<file path="config.mk">
export PLATFORM = sky130hd
export DESIGN_NAME = woc_group
export DESIGN_NICKNAME = d
export VERILOG_FILES = /design/src/design/woc_pkg.sv /design/src/design/woc_group.sv
export SDC_FILE = /design/constraint.sdc
export NUM_CORES = 2
export LEC_CHECK = 0
export ABC_CLOCK_PERIOD_IN_PS = 4900
export BUFFER_PORTS_ARGS = -buffer_cell sky130_fd_sc_hd__buf_2
export CAP_MARGIN = 25
export CORE_MARGIN = 2
export CORE_UTILIZATION = 50
export DETAILED_ROUTE_END_ITERATION = 8
export GPL_ROUTABILITY_DRIVEN = 1
export PLACE_DENSITY = 0.67
export REMOVE_ABC_BUFFERS = 1
export SLEW_MARGIN = 20
export SYNTH_ARGS = -nofsm -noshare
export SYNTH_HDL_FRONTEND = slang
export SYNTH_SLANG_ARGS = --single-unit
</file>
<file path="constraint.sdc">
create_clock -name clk -period 4.9 [get_ports clk]
set_input_delay 0.49 -clock clk [delete_from_list [all_inputs] [get_ports clk]]
set_output_delay 0.49 -clock clk [all_outputs]
set_load 0.01 [all_outputs]
</file>
<file path="src/design/woc_pkg.sv">
// Shared types and constants for the window overlay compositor.
// Depends on nothing; every other design file refers to it by scoped names.
package woc_pkg;

  localparam int COORD_BITS   = 12;
  localparam int CHAR_BITS    = 8;
  localparam int SLOT_BITS    = 7;
  localparam int COUNT_BITS   = 8;
  localparam int CFG_IDX_BITS = 3;
  // Wide enough for any table index up to the largest supported table.
  localparam int IDX_BITS     = 11;
  // Windows checked by one pipeline stage.
  localparam int GROUP_SIZE   = 16;

  localparam logic [CHAR_BITS-1:0]  BLANK_CHAR       = 8'd32;
  localparam logic [COORD_BITS-1:0] DISP_X_HIGH_INIT = 12'd79;
  localparam logic [COORD_BITS-1:0] DISP_Y_HIGH_INIT = 12'd23;

  typedef logic [COORD_BITS-1:0] coord_t;
  typedef logic [CHAR_BITS-1:0]  char_t;

  typedef enum logic {
    OP_LOAD  = 1'b0,
    OP_QUERY = 1'b1
  } opcode_t;

  typedef enum logic [CFG_IDX_BITS-1:0] {
    CFG_DISP_X_LOW  = 3'd0,
    CFG_DISP_Y_LOW  = 3'd1,
    CFG_DISP_X_HIGH = 3'd2,
    CFG_DISP_Y_HIGH = 3'd3,
    CFG_WIN_COUNT   = 3'd4
  } cfg_reg_t;

  // Input item.
  typedef struct packed {
    opcode_t                opcode;
    logic [SLOT_BITS-1:0]   slot;
    coord_t                 win_x_low;
    coord_t                 win_y_low;
    coord_t                 win_x_high;
    coord_t                 win_y_high;
    char_t                  fill_char;
    coord_t                 pixel_x;
    coord_t                 pixel_y;
  } req_t;

  // Result item.
  typedef struct packed {
    char_t pixel_char;
    logic  in_display;
  } rsp_t;

  // Display rectangle as held in the configuration registers.
  typedef struct packed {
    coord_t x_low;
    coord_t y_low;
    coord_t x_high;
    coord_t y_high;
  } disp_t;

  // Item as it travels down the pipeline.
  typedef struct packed {
    opcode_t              opcode;
    logic [SLOT_BITS-1:0] slot;
    coord_t               win_x_low;
    coord_t               win_y_low;
    coord_t               win_x_high;
    coord_t               win_y_high;
    char_t                fill_char;
    coord_t               pixel_x;
    coord_t               pixel_y;
    logic                 in_display;
    char_t                pixel_char;
  } stage_t;

endpackage

</file>
<file path="src/design/woc_group.sv">
// One pipeline stage holding a group of window table entries and their coverage test.
// Depends on woc_pkg.
module woc_group #(
  parameter int BASE  = 0,
  parameter int CELLS = 16
) (
  input  logic                               clk,
  input  logic                               rst,
  input  logic                               advance,
  input  logic [woc_pkg::COUNT_BITS-1:0]     count,
  input  logic                               in_valid,
  input  woc_pkg::stage_t                    in_st,
  output logic                               out_valid,
  output woc_pkg::stage_t                    out_st
);

  woc_pkg::coord_t cell_xl [CELLS];
  woc_pkg::coord_t cell_yl [CELLS];
  woc_pkg::coord_t cell_xh [CELLS];
  woc_pkg::coord_t cell_yh [CELLS];
  woc_pkg::char_t  cell_ch [CELLS];

  logic [CELLS-1:0]        write_en;
  logic [CELLS-1:0]        hit;
  logic                    any_hit;
  woc_pkg::char_t          group_char;
  woc_pkg::stage_t         out_st_next;
  logic [woc_pkg::IDX_BITS-1:0] slot_ext;
  logic [woc_pkg::IDX_BITS-1:0] count_ext;

  assign slot_ext  = woc_pkg::IDX_BITS'(in_st.slot);
  assign count_ext = woc_pkg::IDX_BITS'(count);

  // Slot decode for loads and coverage test for queries, one per entry.
  always_comb begin
    for (int j = 0; j < CELLS; j++) begin
      write_en[j] = advance && in_valid && (in_st.opcode == woc_pkg::OP_LOAD) &&
                    (slot_ext == woc_pkg::IDX_BITS'(BASE + j));
      hit[j] = in_valid && (in_st.opcode == woc_pkg::OP_QUERY) && in_st.in_display &&
               (count_ext > woc_pkg::IDX_BITS'(BASE + j)) &&
               (in_st.pixel_x >= cell_xl[j]) && (in_st.pixel_x <= cell_xh[j]) &&
               (in_st.pixel_y >= cell_yl[j]) && (in_st.pixel_y <= cell_yh[j]);
    end
  end

  // The highest covering entry of this group wins, and paints over earlier groups.
  always_comb begin
    any_hit    = 1'b0;
    group_char = woc_pkg::BLANK_CHAR;
    for (int j = 0; j < CELLS; j++) begin
      if (hit[j]) begin
        any_hit    = 1'b1;
        group_char = cell_ch[j];
      end
    end
    out_st_next = in_st;
    if (any_hit) begin
      out_st_next.pixel_char = group_char;
    end
  end

  // Table entries are written when the load passes through this stage.
  always_ff @(posedge clk) begin
    for (int j = 0; j < CELLS; j++) begin
      if (write_en[j]) begin
        cell_xl[j] <= in_st.win_x_low;
        cell_yl[j] <= in_st.win_y_low;
        cell_xh[j] <= in_st.win_x_high;
        cell_yh[j] <= in_st.win_y_high;
        cell_ch[j] <= in_st.fill_char;
      end
    end
  end

  // Valid bit.
  always_ff @(posedge clk) begin
    if (rst) begin
      out_valid <= 1'b0;
    end else if (advance) begin
      out_valid <= in_valid;
    end
  end

  // Payload register.
  always_ff @(posedge clk) begin
    if (advance && in_valid) begin
      out_st <= out_st_next;
    end
  end

endmodule

</file>
==> summary.md <==
| Metric | Value |
|---|---|
| Status | completed |
| Worst path cell trace | dlygate4sd3_1 -> buf_2 -> inv_1 -> buf_4 -> ha_1 -> nor2b_1 -> o211ai_1 -> a211oi_1 -> a2111oi_0 -> buf_4 -> o21ai_0 -> and4b_1 -> buf_12 -> nor4b_1 -> nand4_2 -> nor3_1 -> a211oi_2 |
| I/O Buffers | roughly 200 |
| Post-Synth Simple-Gate Area | roughly 6.2% |
| Overall die area | between 100,000 and 150,000 um2 |
| Metal2 WL | roughly 62 mm |
| RSZ-0062 raised after global routing | no |
| CTS Root Cell | clkbuf_16 |
| DIE WIDTH | 322 um |
| Post-Synthesis Cells | between 3,000 and 4,000 |
| Adder-cell share of the synthesized area | 19.0% |
| Final Wtd Congestion | slightly below 0.9 |
| Clk network pwr share | 43.3% |
| Pleak | 0.0247 uW |
| Clock Skew | between 20 and 25 ps |
| YS warnings | 0 |
| Most common flop cell mapped by yosys | edfxtp_1 |
| Register clock-pin slew on the reported worst setup and hold paths | roughly 60 ps |
| Hold_ws | about 40 ps |
| # IOs | 207 |
| Mean area per synthesized cell | between 10 and 15 um2 |
| # DRC | 0 |
| Cell with the most instances after synthesis | edfxtp_1 |
| Crit Path Category | primary input to register |
| WP buf/inv | 6 |
| Clk Latency, worst-skew pair | 690 ps |
| Drt first-iter violations | around 3,200 |
| Routed WL | 134 mm |
| Met1 WL | 59.3 mm |
| Synth cell types | 78 |
| Synth top area cells | edfxtp_1 (59%), ha_1 (19%), inv_1 (5.5%), a21oi_1 (2.0%), nand4_1 (1.3%) |
| Pwr per Cell Area | around 330 nW/um2 |
| Final Setup Violations | 0 |
| Core box area | between 100,000 and 150,000 um2 |
| Synthesized cell area | 50,500 um2 |
| Main combinational cell family by area after synthesis | adder cells |
| Met3 WL | between 8 and 9 mm |
| Crit. End Element | register |
| Tmin final | 4430 ps |
| Avg WL per Cell | 23.6 um |
| Hold Buf Count CTS | 8 |
| Vias | 32,700 |
| Max VDD drop | roughly 0.26 mV |
| Flop pwr share | about half |
| Yosys reg bits | about 990 |
| Post-DP HPWL | 87.8 mm |
| Commonest cells post-synth | edfxtp_1 (993), ha_1 (768), inv_1 (737) |
| Final period util | between 90% and 100% |
| Number of flops mapped to enable cells by yosys | between 900 and 1,000 |
| CTS max path bufs | 3 |
| Cell row count | 116 |
| Final setup TNS | 0 ps |
| Fin. Hold Viols | 0 |
| Max-cap violation count | 0 |
| Initial antenna violation count | 3 |
| # clock sinks | 994 |
| Drt pass-1 iters | 6 |
| Slowest-stage cell, CP | dlygate4sd3_1 |
| Mux cell area share after synthesis | less than 1% |
| Worst-margin pin slew | about 1100 ps |
| Compound-Gate Fraction of Synth Area | under 10% |
| CP startpoint kind | primary input |
| Worst EP arrival | 4840 ps |
| R2R Setup Slk | 800 ps |
| Die Ht | around 320 um |
| Most used cell, CP | buf_4 |
| Area leader, netlist | edfxtp_1 |
| Top Layer Used | met4 |
| Crit-path max FO | 19 |
| Largest stage delay on the critical path | about 520 ps |
| Area share of the largest cell type after synthesis | 59.1% |
| Global Route Usage Sum | around a quarter |
| Int Power | about 15,000 uW |
| Drt via density | 5.76 |
| CP top delay family | simple AND/OR/NAND/NOR gates |
| Vias in the first global route | roughly 33,000 |
| Slew Viols, Final | 0 |
| Hold WC Path Type | primary input to register |
| Share of post-route cells with drive strength above 1 | around an eighth |
| Max-Slew Margin vs Limit | between 20% and 30% |
| Grt ovf | 0 |
| First-pass GRT wire length | between 150 and 200 mm |
| Max Freq | 226 MHz |
| Area Overhead vs Synth | 14.8% |
| Data required, critical path | about 5300 ps |
| Largest net degree at the start of global routing | 57 |
| Seq/Total Area, Yosys | 59.1% |
| Switching portion of total power | a little under a quarter |
| Post_cts resized | 0 |
| Initial Util | roughly half |
| CTS tree | built |
| H-Tree Level Count | 3 |
| Psw | 4290 uW |
| XOR/XNOR Fraction of Synth Area | 0% |
| Synth async-reset ratio | 0% |
| Post-CTS Setup Bufs | 0 |
| Final antenna-violating net count | 0 |
| CTS Buf Count | 106 |
| Comb pwr share | 7.0% |
| Final nets | 5,170 |
[cell usage in the layout, fill, tap and decap left out, drive strengths merged, types with 12 or more instances in the layout]
cell type,n
o2111ai,17
a311oi,14
nor3,56
a2111oi,32
a21oi,197
nand2,125
a31oi,24
nor4,21
inv,741
nor2b,38
o211ai,51
o21ai,119
clkinv,48
nand3,52
nand4,105
edfxtp,993
a211o,12
a211oi,51
and3,14
buf,343
clkbuf,124
nand2b,44
bufinv,15
ha,768
nor2,90
a21o,78
o21a,44
o31ai,16
[registers in the layout, indices dropped and copies added (netlist names)]
name,flops
cell_ch,128
cell_xh,192
cell_xl,192
cell_yh,192
cell_yl,192
out_st,97
out_valid,1
[logic make-up after synthesis]
| kind of cell | after synthesis |
|---|---|
| AOI/OAI and AO/OA | 737 |
| and+or+nand+nor | 594 |
| buffers and inverters | 764 |
| adders and majority gates | 768 |
| DFF | 994 |
| muxes | 4 |
[per-stage QoR]
| stage | total power [uW] | std cells | utilization [%] | cell area, um2 | setup WS, ps |
|---|---|---|---|---|---|
| final | 19000 | 5681 | 57.9 | 57900 | 469 |
| after global routing | 19600 | 5680 | 57.9 | 57900 | 305 |
| after CTS | 19100 | 5680 | 57.9 | 57900 | 478 |
| after detailed placement | 10900 | 5475 | 54.3 | 54300 | 276 |
| after global placement | 10900 | 5475 | 54.3 | 54300 | 186 |
| after floorplan | 10200 | 3834 | - | 50300 | 289 |
[cell type report]
cell class | instances | area (um2)
clock inverter | 73 | 756
tap | 1298 | 1620
timing repair buffer | 351 | 2250
multi-input combinational | 2103 | 17900
antenna | 1 | 2.50
inverter | 737 | 2770
sequential | 994 | 29800
fill | 7929 | 42100
clock buffer | 124 | 2800
[path summary, 6_finish.rpt]
check | from | end | cells past startpoint
worst max register to register | cell_yl[1][42] | out_st[3] | 12
worst max-delay path | in_st[21] | out_st[3] | 17
worst min register to register | out_valid | out_valid | 2
worst min-delay path | in_st[92] | out_st[92] | 1
[power by group through the flow]
stage	clock [uW]	combinational [uW]	sequential (uW)
floorplan	0	533	9660
global placement	0	1300	9620
detailed placement	0	1330	9620
CTS	8360	1340	9440
global route	8690	1480	9440
finish	8250	1340	9440
[worst register-to-register path: stages, from the launching register on]
cell and delay [ps]:
edfxtp_1 360, inv_1 70, ha_1 240, and4_1 210, a2111oi_0 420, o21a_1 210
o21ai_0 400, a211o_1 470, nand2_1 120, nor4b_1 520, nand4_2 370, nor3_1 360
a211oi_2 80
[routing by layer]
| layer | global-route usage [%] | vias to the layer above |
|---|---|---|
| met1 | 36.7 | 16200 |
| li1 | - | 15200 |
| met2 | 42.4 | 1103 |
| met3 | 3.20 | 192 |
| met4 | 8.27 | 0 |
| met5 | 0 | - |
Note: power is estimated with default switching activity, not from simulation.
