<file path="src/design/woc_pkg.sv">
// Shared types and constants for the window overlay compositor.
// Depends on nothing; every other design file refers to it by scoped names.
package woc_pkg;

  localparam int COORD_BITS   = 12;
  localparam int CHAR_BITS    = 8;
  localparam int SLOT_BITS    = 7;
  localparam int COUNT_BITS   = 8;
  localparam int CFG_IDX_BITS = 3;
  // Wide enough for any table index up to the largest supported table.
  localparam int IDX_BITS     = 11;
  // Windows checked by one pipeline stage.
  localparam int GROUP_SIZE   = 16;

  localparam logic [CHAR_BITS-1:0]  BLANK_CHAR       = 8'd32;
  localparam logic [COORD_BITS-1:0] DISP_X_HIGH_INIT = 12'd79;
  localparam logic [COORD_BITS-1:0] DISP_Y_HIGH_INIT = 12'd23;

  typedef logic [COORD_BITS-1:0] coord_t;
  typedef logic [CHAR_BITS-1:0]  char_t;

  typedef enum logic {
    OP_LOAD  = 1'b0,
    OP_QUERY = 1'b1
  } opcode_t;

  typedef enum logic [CFG_IDX_BITS-1:0] {
    CFG_DISP_X_LOW  = 3'd0,
    CFG_DISP_Y_LOW  = 3'd1,
    CFG_DISP_X_HIGH = 3'd2,
    CFG_DISP_Y_HIGH = 3'd3,
    CFG_WIN_COUNT   = 3'd4
  } cfg_reg_t;

  // Input item.
  typedef struct packed {
    opcode_t                opcode;
    logic [SLOT_BITS-1:0]   slot;
    coord_t                 win_x_low;
    coord_t                 win_y_low;
    coord_t                 win_x_high;
    coord_t                 win_y_high;
    char_t                  fill_char;
    coord_t                 pixel_x;
    coord_t                 pixel_y;
  } req_t;

  // Result item.
  typedef struct packed {
    char_t pixel_char;
    logic  in_display;
  } rsp_t;

  // Display rectangle as held in the configuration registers.
  typedef struct packed {
    coord_t x_low;
    coord_t y_low;
    coord_t x_high;
    coord_t y_high;
  } disp_t;

  // Item as it travels down the pipeline.
  typedef struct packed {
    opcode_t              opcode;
    logic [SLOT_BITS-1:0] slot;
    coord_t               win_x_low;
    coord_t               win_y_low;
    coord_t               win_x_high;
    coord_t               win_y_high;
    char_t                fill_char;
    coord_t               pixel_x;
    coord_t               pixel_y;
    logic                 in_display;
    char_t                pixel_char;
  } stage_t;

endpackage

</file>
<file path="src/design/woc_ingress.sv">
// First pipeline stage: registers the input item and checks the pixel against the display.
// Depends on woc_pkg.
module woc_ingress (
  input  logic           clk,
  input  logic           rst,
  input  logic           advance,
  input  logic           req_valid,
  input  woc_pkg::req_t  req,
  input  woc_pkg::disp_t disp,
  output logic           st_valid,
  output woc_pkg::stage_t st
);

  woc_pkg::stage_t st_next;

  // Display bounds check and initial blank character.
  always_comb begin
    st_next.opcode     = req.opcode;
    st_next.slot       = req.slot;
    st_next.win_x_low  = req.win_x_low;
    st_next.win_y_low  = req.win_y_low;
    st_next.win_x_high = req.win_x_high;
    st_next.win_y_high = req.win_y_high;
    st_next.fill_char  = req.fill_char;
    st_next.pixel_x    = req.pixel_x;
    st_next.pixel_y    = req.pixel_y;
    st_next.in_display = (req.pixel_x >= disp.x_low) && (req.pixel_x <= disp.x_high) &&
                         (req.pixel_y >= disp.y_low) && (req.pixel_y <= disp.y_high);
    st_next.pixel_char = woc_pkg::BLANK_CHAR;
  end

  // Valid bit.
  always_ff @(posedge clk) begin
    if (rst) begin
      st_valid <= 1'b0;
    end else if (advance) begin
      st_valid <= req_valid;
    end
  end

  // Payload register.
  always_ff @(posedge clk) begin
    if (advance && req_valid) begin
      st <= st_next;
    end
  end

endmodule

</file>
<file path="config.mk">
export PLATFORM = sky130hd
export DESIGN_NAME = woc_ingress
export DESIGN_NICKNAME = d
export VERILOG_FILES = /design/src/design/woc_pkg.sv /design/src/design/woc_ingress.sv
export SDC_FILE = /design/constraint.sdc
export NUM_CORES = 1
export LEC_CHECK = 0
export ABC_AREA = 1
export BUFFER_PORTS_ARGS = -buffer_cell sky130_fd_sc_hd__buf_2
export CORE_ASPECT_RATIO = 1.25
export CORE_MARGIN = 8
export CORE_UTILIZATION = 41
export CTS_BUF_LIST = sky130_fd_sc_hd__clkbuf_4
export CTS_CLUSTER_DIAMETER = 40
export DETAILED_ROUTE_END_ITERATION = 10
export HOLD_SLACK_MARGIN = 0.02
export PLACE_DENSITY = 0.78
export SLEW_MARGIN = 10
export SYNTH_ARGS = -nofsm -noshare
export SYNTH_HDL_FRONTEND = slang
export SYNTH_SLANG_ARGS = --single-unit
</file>
<file path="constraint.sdc">
create_clock -name clk -period 3 [get_ports clk]
set_input_delay 0.75 -clock clk [delete_from_list [all_inputs] [get_ports clk]]
set_output_delay 0.75 -clock clk [all_outputs]
set_load 0.05 [all_outputs]
</file>
==> impl_metrics.tcl, run 1 <==
set metrics [dict create \
    antenna_found_initial 1 \
    final.fill_count 865 \
    cts.hold.buffers_added 0 \
    root_buffer "clkbuf_4" \
    die_area_mm2 0.0136 \
    tritoncts "yes" \
    grt_pass1_wl_um 18000 \
    synth_edf_count 89 \
    drc_errors 0 \
    cts_setup_buffers 0 \
    dp_hpwl_um 9960 \
    rsz0062_at_grt "false" \
    fin_nets 758 \
    crit_path_cell_trace "buf_2" \
    required_ns 2.25 \
    route.vias.total 3211 \
    cts_resized 0 \
    cp-end-kind "primary output" \
    p_leak_nw 2.85 \
    via_per_inst 4.55 \
    layout_commonest_cell "buf_2" \
    avgSynthCellArea_um2 12.5 \
    fin_crit_sh_pct 61.1 \
    ir_worst_vdd_uv 200 \
    period_minus_slack_ns 1.83 \
    die_h_um 128 \
    cp_top_family "flip-flops" \
    mostFrequentLayoutCells "buf_2, edfxtp_1, inv_1" \
    cp-start-kind "register" \
    grt_pass1_vias 3481 \
    first_pass_iters 4 \
    clockBufferDepth 2 \
    initial_utilization_pct 41.6 \
    synth_top_flop_cell "edfxtp_1" \
    critPathBufInv 1 \
    synth_warnings 0 \
    synth_cell_types 23 \
    cp.arrival_ns 1.08 \
    max_freq_mhz 546 \
    status "finished clean" \
    grt-ovfl-total 0 \
    crit_slowest_cell "edfxtp_1" \
    die_w_um 106 \
    syn_to_final_growth_pct 35.4 \
    grt_usage_pct 17.0 \
    setup_viol 0 \
    clk_pin_slew_worst_paths_ns 0.17 \
    pin_count 238 \
    ant_nets 0 \
    cp_slowest_stage_delay_ns 0.43 \
    port_buffers 229 \
    wl_per_cell_um 16.8 \
    first_iter_violations 117 \
    routed_wirelength_um 11900 \
    synthCells 330 \
    finalSetupTns_ns 0 \
    ys_async_sr_fraction_pct 0 \
    path_class "register to primary output" \
    ys_seq_area_share_pct 65.0 \
    finalClockSkew_ns 0 \
    power_mw 2.97 \
    row_count 41 \
    gp_congestion 0.832 \
    hold_class "input pin to register" \
    whs_ns 0.466 \
    syn_area_mm2 0.00414 \
    synth-seq-cells 90 \
    slew_viol_final 0 \
    cp_max_fo 1 \
    cellPowerDensity_mw_per_mm2 530 \
    grt_max_degree 51 \
    cts_sinks 90 \
    coreArea_mm2 0.00995 \
    cts_buffers 9 \
    maxCapViolations 0 \
    cts_max_level 3 \
    layout-drive-gt1-share_pct 44.9 \
    clock_latency_ns 0.43 \
    hold_violations 0 \
]
## cell usage after synthesis, types with 2 or more instances
| master | count | area (um2) |
|---|---|---|
| nor2_1 | 15 | 56.3 |
| o21ai_1 | 2 | 10.0 |
| inv_2 | 5 | 18.8 |
| inv_1 | 67 | 251 |
| nand3_1 | 5 | 25.0 |
| a21oi_1 | 17 | 85.1 |
| nand4_1 | 3 | 18.8 |
| buf_4 | 8 | 60.1 |
| conb_1 | 2 | 7.51 |
| ha_1 | 48 | 601 |
| edfxtp_1 | 89 | 2670 |
| nand2_1 | 58 | 218 |
## report_power, final
part / internal [mW] / total [mW] / leakage [nW] / switching [mW]
clock network: 0.344 / 0.782 / 0.0821 / 0.438
logic: 0.192 / 0.698 / 1.93 / 0.506
registers: 1.47 / 1.49 / 0.842 / 0.0206
## registers in the layout (all words and copies together), names as in the netlist
signal,cells
st,89
st_valid,1
## metal layers
| metal | GRT usage [%] | vias to the layer above | share of wire [%] |
|---|---|---|---|
| met4 | 7.63 | 0 | 2.4 |
| met2 | 30.3 | 158 | 51 |
| met3 | 5.20 | 19 | 8.6 |
| met5 | 0 | - | 0 |
| met1 | 18.1 | 1470 | 38 |
| li1 | - | 1564 | - |
## area by class of cell
class / instances / area [um2] / area share (%)
inverters: 72 / 272 / 4.84
multi-input cells: 166 / 1140 / 20.3
diodes: 1 / 2.50 / 0.0446
well taps: 129 / 161 / 2.88
repair buffers: 231 / 1170 / 20.9
flip-flops and latches: 90 / 2690 / 48.0
clock inverters: 7 / 98.8 / 1.76
clock buffers: 9 / 67.6 / 1.20
## kinds of logic (layout without fill, tap and decap cells)
logic type	Yosys count	count (layout)	share of synthesized area (%)
other cells	2	9	0.181
buf+inv	80	319	7.98
compound gates	22	22	2.78
fa+ha+maj	48	48	14.5
simple gates	88	88	9.52
flops	90	90	65.0
## final timing paths
| check | end | cells after the start | start | slack [ns] |
|---|---|---|---|---|
| min reg2reg | st_valid$_SDFFE_PP0P_ | 2 | st_valid$_SDFFE_PP0P_ | 0.51 |
| max | st[57] | 1 | st[57]$_DFFE_PP_ | 1.17 |
| min | st[54]$_DFFE_PP_ | 1 | req[45] | 0.47 |
| max reg2reg | st_valid$_SDFFE_PP0P_ | 2 | st_valid$_SDFFE_PP0P_ | 2.33 |
## through the flow
stage | setup slack (ns) | std cells | util (%) | cell area [um2]
after CTS | 1.13 | 704 | 56.3 | 5610
after global routing | 1.09 | 705 | 56.3 | 5610
final | 1.17 | 705 | 56.3 | 5610
after floorplan | 0.0229 | 336 | - | 4160
after global placement | 0.872 | 688 | 54.7 | 5440
after detailed placement | 0.858 | 688 | 54.7 | 5440
No activity file was read; power rests on OpenSTA's default activity.
==> run 2: changes to the inputs <==
--- a/config.mk
+++ b/config.mk
@@ -9,12 +9,12 @@
 export BUFFER_PORTS_ARGS = -buffer_cell sky130_fd_sc_hd__buf_2
 export CORE_ASPECT_RATIO = 1.25
 export CORE_MARGIN = 8
-export CORE_UTILIZATION = 41
+export CORE_UTILIZATION = 45
 export CTS_BUF_LIST = sky130_fd_sc_hd__clkbuf_4
 export CTS_CLUSTER_DIAMETER = 40
 export DETAILED_ROUTE_END_ITERATION = 10
 export HOLD_SLACK_MARGIN = 0.02
-export PLACE_DENSITY = 0.78
+export PLACE_DENSITY = 0.81
 export SLEW_MARGIN = 10
 export SYNTH_ARGS = -nofsm -noshare
 export SYNTH_HDL_FRONTEND = slang
==> constraint.sdc (replaced) <==
create_clock -name clk -period 1.7 [get_ports clk]
set_input_delay 0.425 -clock clk [delete_from_list [all_inputs] [get_ports clk]]
set_output_delay 0.425 -clock clk [all_outputs]
set_load 0.05 [all_outputs]
==> impl_metrics.tcl, run 2 (synthesized netlist as in run 1, its figures left out) <==
set metrics [dict create \
    dp_hpwl_um 10100 \
    tritoncts "yes" \
    root_buffer "clkbuf_4" \
    cellPowerDensity_mw_per_mm2 888 \
    first_iter_violations 209 \
    route.vias.total 3201 \
    port_buffers 229 \
    rsz0062_at_grt "false" \
    rr_worst_depth 2 \
    gp_congestion 0.866 \
    wl_per_cell_um 16.9 \
    first_pass_iters 4 \
    finalClockSkew_ns 0 \
    crit_path_cell_trace "buf_2" \
    critPathBufInv 1 \
    clockBufferDepth 2 \
    timing.rr.start "st_valid$_SDFFE_PP0P_" \
    cp.arrival_ns 1.08 \
    grt_pass1_wl_um 17000 \
    regMostFlops "st" \
    crit_slowest_cell "edfxtp_1" \
    cts_resized 0 \
    layout-drive-gt1-share_pct 45.2 \
    pin_count 238 \
    row_count 39 \
    cp_slowest_stage_delay_ns 0.37 \
    whs_ns 0.130 \
    fin_nets 758 \
    ant_nets 0 \
    cts_buffers 9 \
    clk_pin_slew_worst_paths_ns 0.16 \
    grt-ovfl-total 0 \
    required_ns 1.27 \
    die_w_um 102 \
    ff2ff_setup_slack_ns 1.12 \
    grt_pass1_vias 3359 \
    cts_sinks 90 \
    cp_max_fo 1 \
    die_area_mm2 0.0125 \
    fin_crit_sh_pct 88.7 \
    status "finished clean" \
    final_cells 699 \
    via_per_inst 4.58 \
    whs_endpoint "st_valid$_SDFFE_PP0P_" \
    die_h_um 123 \
    drc_errors 0 \
    largest_reg_flops 89 \
    clock_latency_ns 0.43 \
    path_class "register to primary output" \
    worstHoldStart "rst" \
    initial_utilization_pct 45.9 \
    routed_wirelength_um 11800 \
    hold_violations 0 \
    cp-end-kind "primary output" \
    grt_max_degree 65 \
    cp-start-kind "register" \
    grt_usage_pct 18.1 \
    layout_commonest_cell "buf_2" \
    reg_top3 "st (89), st_valid (1)" \
    period_minus_slack_ns 1.51 \
    cts_max_level 3 \
    syn_to_final_growth_pct 34.9 \
    mostFrequentLayoutCells "buf_2, edfxtp_1, inv_1" \
    ir_worst_vdd_uv 375 \
    antenna_found_initial 1 \
    max_freq_mhz 663 \
    hold_path_depth 2 \
    coreArea_mm2 0.00903 \
    timing.rr.end "st_valid$_SDFFE_PP0P_" \
    cts_setup_buffers 0 \
    maxCapViolations 0 \
    power_mw 4.96 \
    dp.cells 682 \
    finalSetupTns_ns 0 \
    hold_class "input pin to register" \
    p_leak_nw 2.84 \
    cts.hold.buffers_added 0 \
    slew_viol_final 0 \
    setup_viol 0 \
    cp_top_family "flip-flops" \
]
## run 2: per-layer routing
layer | GRT usage, % | up-vias | share of wire (%)
met2 | 34.8 | 152 | 53
met5 | 0 | - | 0
met4 | 6.82 | 0 | 1.9
met3 | 5.63 | 14 | 11
li1 | - | 1570 | -
met1 | 17.4 | 1465 | 34
## run 2: layout make-up
| class | count | area (um2) |
|---|---|---|
| fill | 733 | 3440 |
| sequential | 90 | 2690 |
| timing repair buffer | 231 | 1170 |
| multi-input combinational | 166 | 1160 |
| inverter | 72 | 274 |
| tap | 123 | 154 |
| clock buffer | 9 | 67.6 |
| clock inverter | 7 | 63.8 |
| antenna | 1 | 2.50 |
## run 2: worst max path at each step
stage	from	depth (start not counted)	slack (ns)	to
global placement	req[11]	9	-0.13	st[8]$_DFFE_PP_
finish	st[24]$_DFFE_PP_	1	0.19	st[24]
floorplan	advance	2	-0.45	st[10]$_DFFE_PP_
global route	st[8]$_DFFE_PP_	1	0.12	st[8]
detailed placement	req[11]	9	-0.17	st[8]$_DFFE_PP_
CTS	st[24]$_DFFE_PP_	1	0.16	st[24]
## run 2: report_power, final
part	total, mW	internal [mW]	switching (mW)	leakage, nW
logic	1.24	0.342	0.895	1.93
registers	2.63	2.60	0.0329	0.842
clock network	1.09	0.326	0.762	0.0697
total	4.96	3.27	1.69	2.84
## run 2: through the flow
stage	area (um2)	utilization (%)	setup slack (ns)
final	5580	61.9	0.192
after global routing	5580	61.9	0.123
after CTS	5580	61.8	0.164
after detailed placement	5450	60.4	-0.169
after global placement	5450	60.4	-0.127
after floorplan	4180	-	-0.452
==> run 3: changes to the inputs <==
--- a/config.mk
+++ b/config.mk
@@ -14,7 +14,8 @@
 export CTS_CLUSTER_DIAMETER = 40
 export DETAILED_ROUTE_END_ITERATION = 10
 export HOLD_SLACK_MARGIN = 0.02
-export PLACE_DENSITY = 0.81
+export PLACE_DENSITY = 0.82
+export RECOVER_POWER = 25
 export SLEW_MARGIN = 10
 export SYNTH_ARGS = -nofsm -noshare
 export SYNTH_HDL_FRONTEND = slang
==> impl_metrics.tcl, run 3 (synthesized netlist as in run 1, its figures left out) <==
set metrics [dict create \
    rsz0062_at_grt "false" \
    coreArea_mm2 0.00903 \
    setup_viol 0 \
    layout_commonest_cell "buf_2" \
    crit_slowest_cell "edfxtp_1" \
    syn_to_final_growth_pct 35.8 \
    p_leak_nw 2.85 \
    drc_errors 0 \
    cp.arrival_ns 1.08 \
    grt_usage_pct 18.0 \
    cts_resized 0 \
    cp_top_family "flip-flops" \
    gp_congestion 0.923 \
    cp_slowest_stage_delay_ns 0.37 \
    grt_pass1_wl_um 17000 \
    via_per_inst 4.59 \
    tritoncts "yes" \
    required_ns 1.27 \
    crit_path_cell_trace "buf_2" \
    grt_pass1_vias 3355 \
    routed_wirelength_um 11700 \
    dp_hpwl_um 9910 \
    row_count 39 \
    regMostFlops "st" \
    timing.rr.start "st_valid$_SDFFE_PP0P_" \
    cp-start-kind "register" \
    worstHoldStart "rst" \
    power_mw 5.22 \
    cp-end-kind "primary output" \
    reg_top3 "st (89), st_valid (1)" \
    cts_setup_buffers 0 \
    path_class "register to primary output" \
    timing.rr.end "st_valid$_SDFFE_PP0P_" \
    clockBufferDepth 2 \
    ir_worst_vdd_uv 367 \
    wl_per_cell_um 16.7 \
    period_minus_slack_ns 1.51 \
    pin_count 238 \
    clk_pin_slew_worst_paths_ns 0.15 \
    fin_crit_sh_pct 88.8 \
    cts.hold.buffers_added 0 \
    root_buffer "clkbuf_4" \
    cp_max_fo 1 \
    final_core_util_pct 62.3 \
    initial_utilization_pct 45.9 \
    fin_nets 759 \
    die_h_um 123 \
    mostFrequentLayoutCells "buf_2, edfxtp_1, inv_1" \
    hold_violations 0 \
    max_freq_mhz 663 \
    maxCapViolations 0 \
    cts_buffers 9 \
    hold_class "input pin to register" \
    port_buffers 229 \
    antenna_found_initial 2 \
    largest_reg_flops 89 \
    cellPowerDensity_mw_per_mm2 928 \
    die_w_um 102 \
    finalClockSkew_ns 0 \
    finalSetupTns_ns 0 \
    grt-ovfl-total 0 \
    cts_max_level 3 \
    route.vias.total 3216 \
    whs_endpoint "st_valid$_SDFFE_PP0P_" \
    cts_sinks 90 \
    ant_nets 0 \
    clock_latency_ns 0.43 \
    postPlaceCellArea_mm2 0.00546 \
    status "finished clean" \
    layout-drive-gt1-share_pct 44.4 \
    slew_viol_final 0 \
    grt_max_degree 52 \
    critPathBufInv 1 \
    first_iter_violations 139 \
    hold_path_depth 2 \
    die_area_mm2 0.0125 \
    ff2ff_setup_slack_ns 1.14 \
    rr_worst_depth 2 \
    first_pass_iters 4 \
    final_area_mm2 0.00562 \
]
run 3: cell count changes in the layout (fill, tap and decap cells not counted):
| cell | change |
|---|---|
| clkinv_8 | -1 |
| buf_4 | +1 |
| buf_2 | -5 |
| clkinv_4 | -1 |
| bufinv_16 | +2 |
| clkbuf_1 | +5 |
run 3: stage by stage:
stage	std cells	hold slack, ns	setup slack, ns
6_report	700	0.124	0.191
5_1_grt	700	0.107	0.144
4_1_cts	699	0.102	0.151
3_5_place_dp	683	0.441	-0.0415
3_3_place_gp	683	0.442	-0.0469
2_1_floorplan	336	0.494	-0.452
run 3: metal layers:
layer	global-route usage, %	up-vias	share of wire (%)
li1	-	1564	-
met4	7.56	2	2.3
met5	0	-	0.11
met2	33.2	165	52
met3	5.97	22	11
met1	18.0	1463	35
run 3: where the power goes:
group | switching (mW) | internal (mW)
sequential | 0.0332 | 2.60
combinational | 0.892 | 0.341
clock | 0.742 | 0.607
run 3: area by class of cell:
type | count | area (um2)
flip-flops and latches | 90 | 2690
fillers | 712 | 3410
clock inverters | 7 | 98.8
inverters | 72 | 274
diodes | 1 | 2.50
clock buffers | 9 | 67.6
multi-input cells | 166 | 1160
repair buffers | 232 | 1170
well taps | 123 | 154
run 3: how the worst max path moves through the flow:
stage                                 from                to  slack, ns  depth (start not counted)
after floorplan                    advance  st[10]$_DFFE_PP_      -0.45                          2
after global placement             req[11]   st[8]$_DFFE_PP_      -0.05                          8
after detailed placement           req[11]   st[8]$_DFFE_PP_      -0.04                          9
after CTS                 st[45]$_DFFE_PP_            st[45]       0.15                          1
after global routing      st[51]$_DFFE_PP_            st[51]       0.14                          1
final                     st[45]$_DFFE_PP_            st[45]       0.19                          1
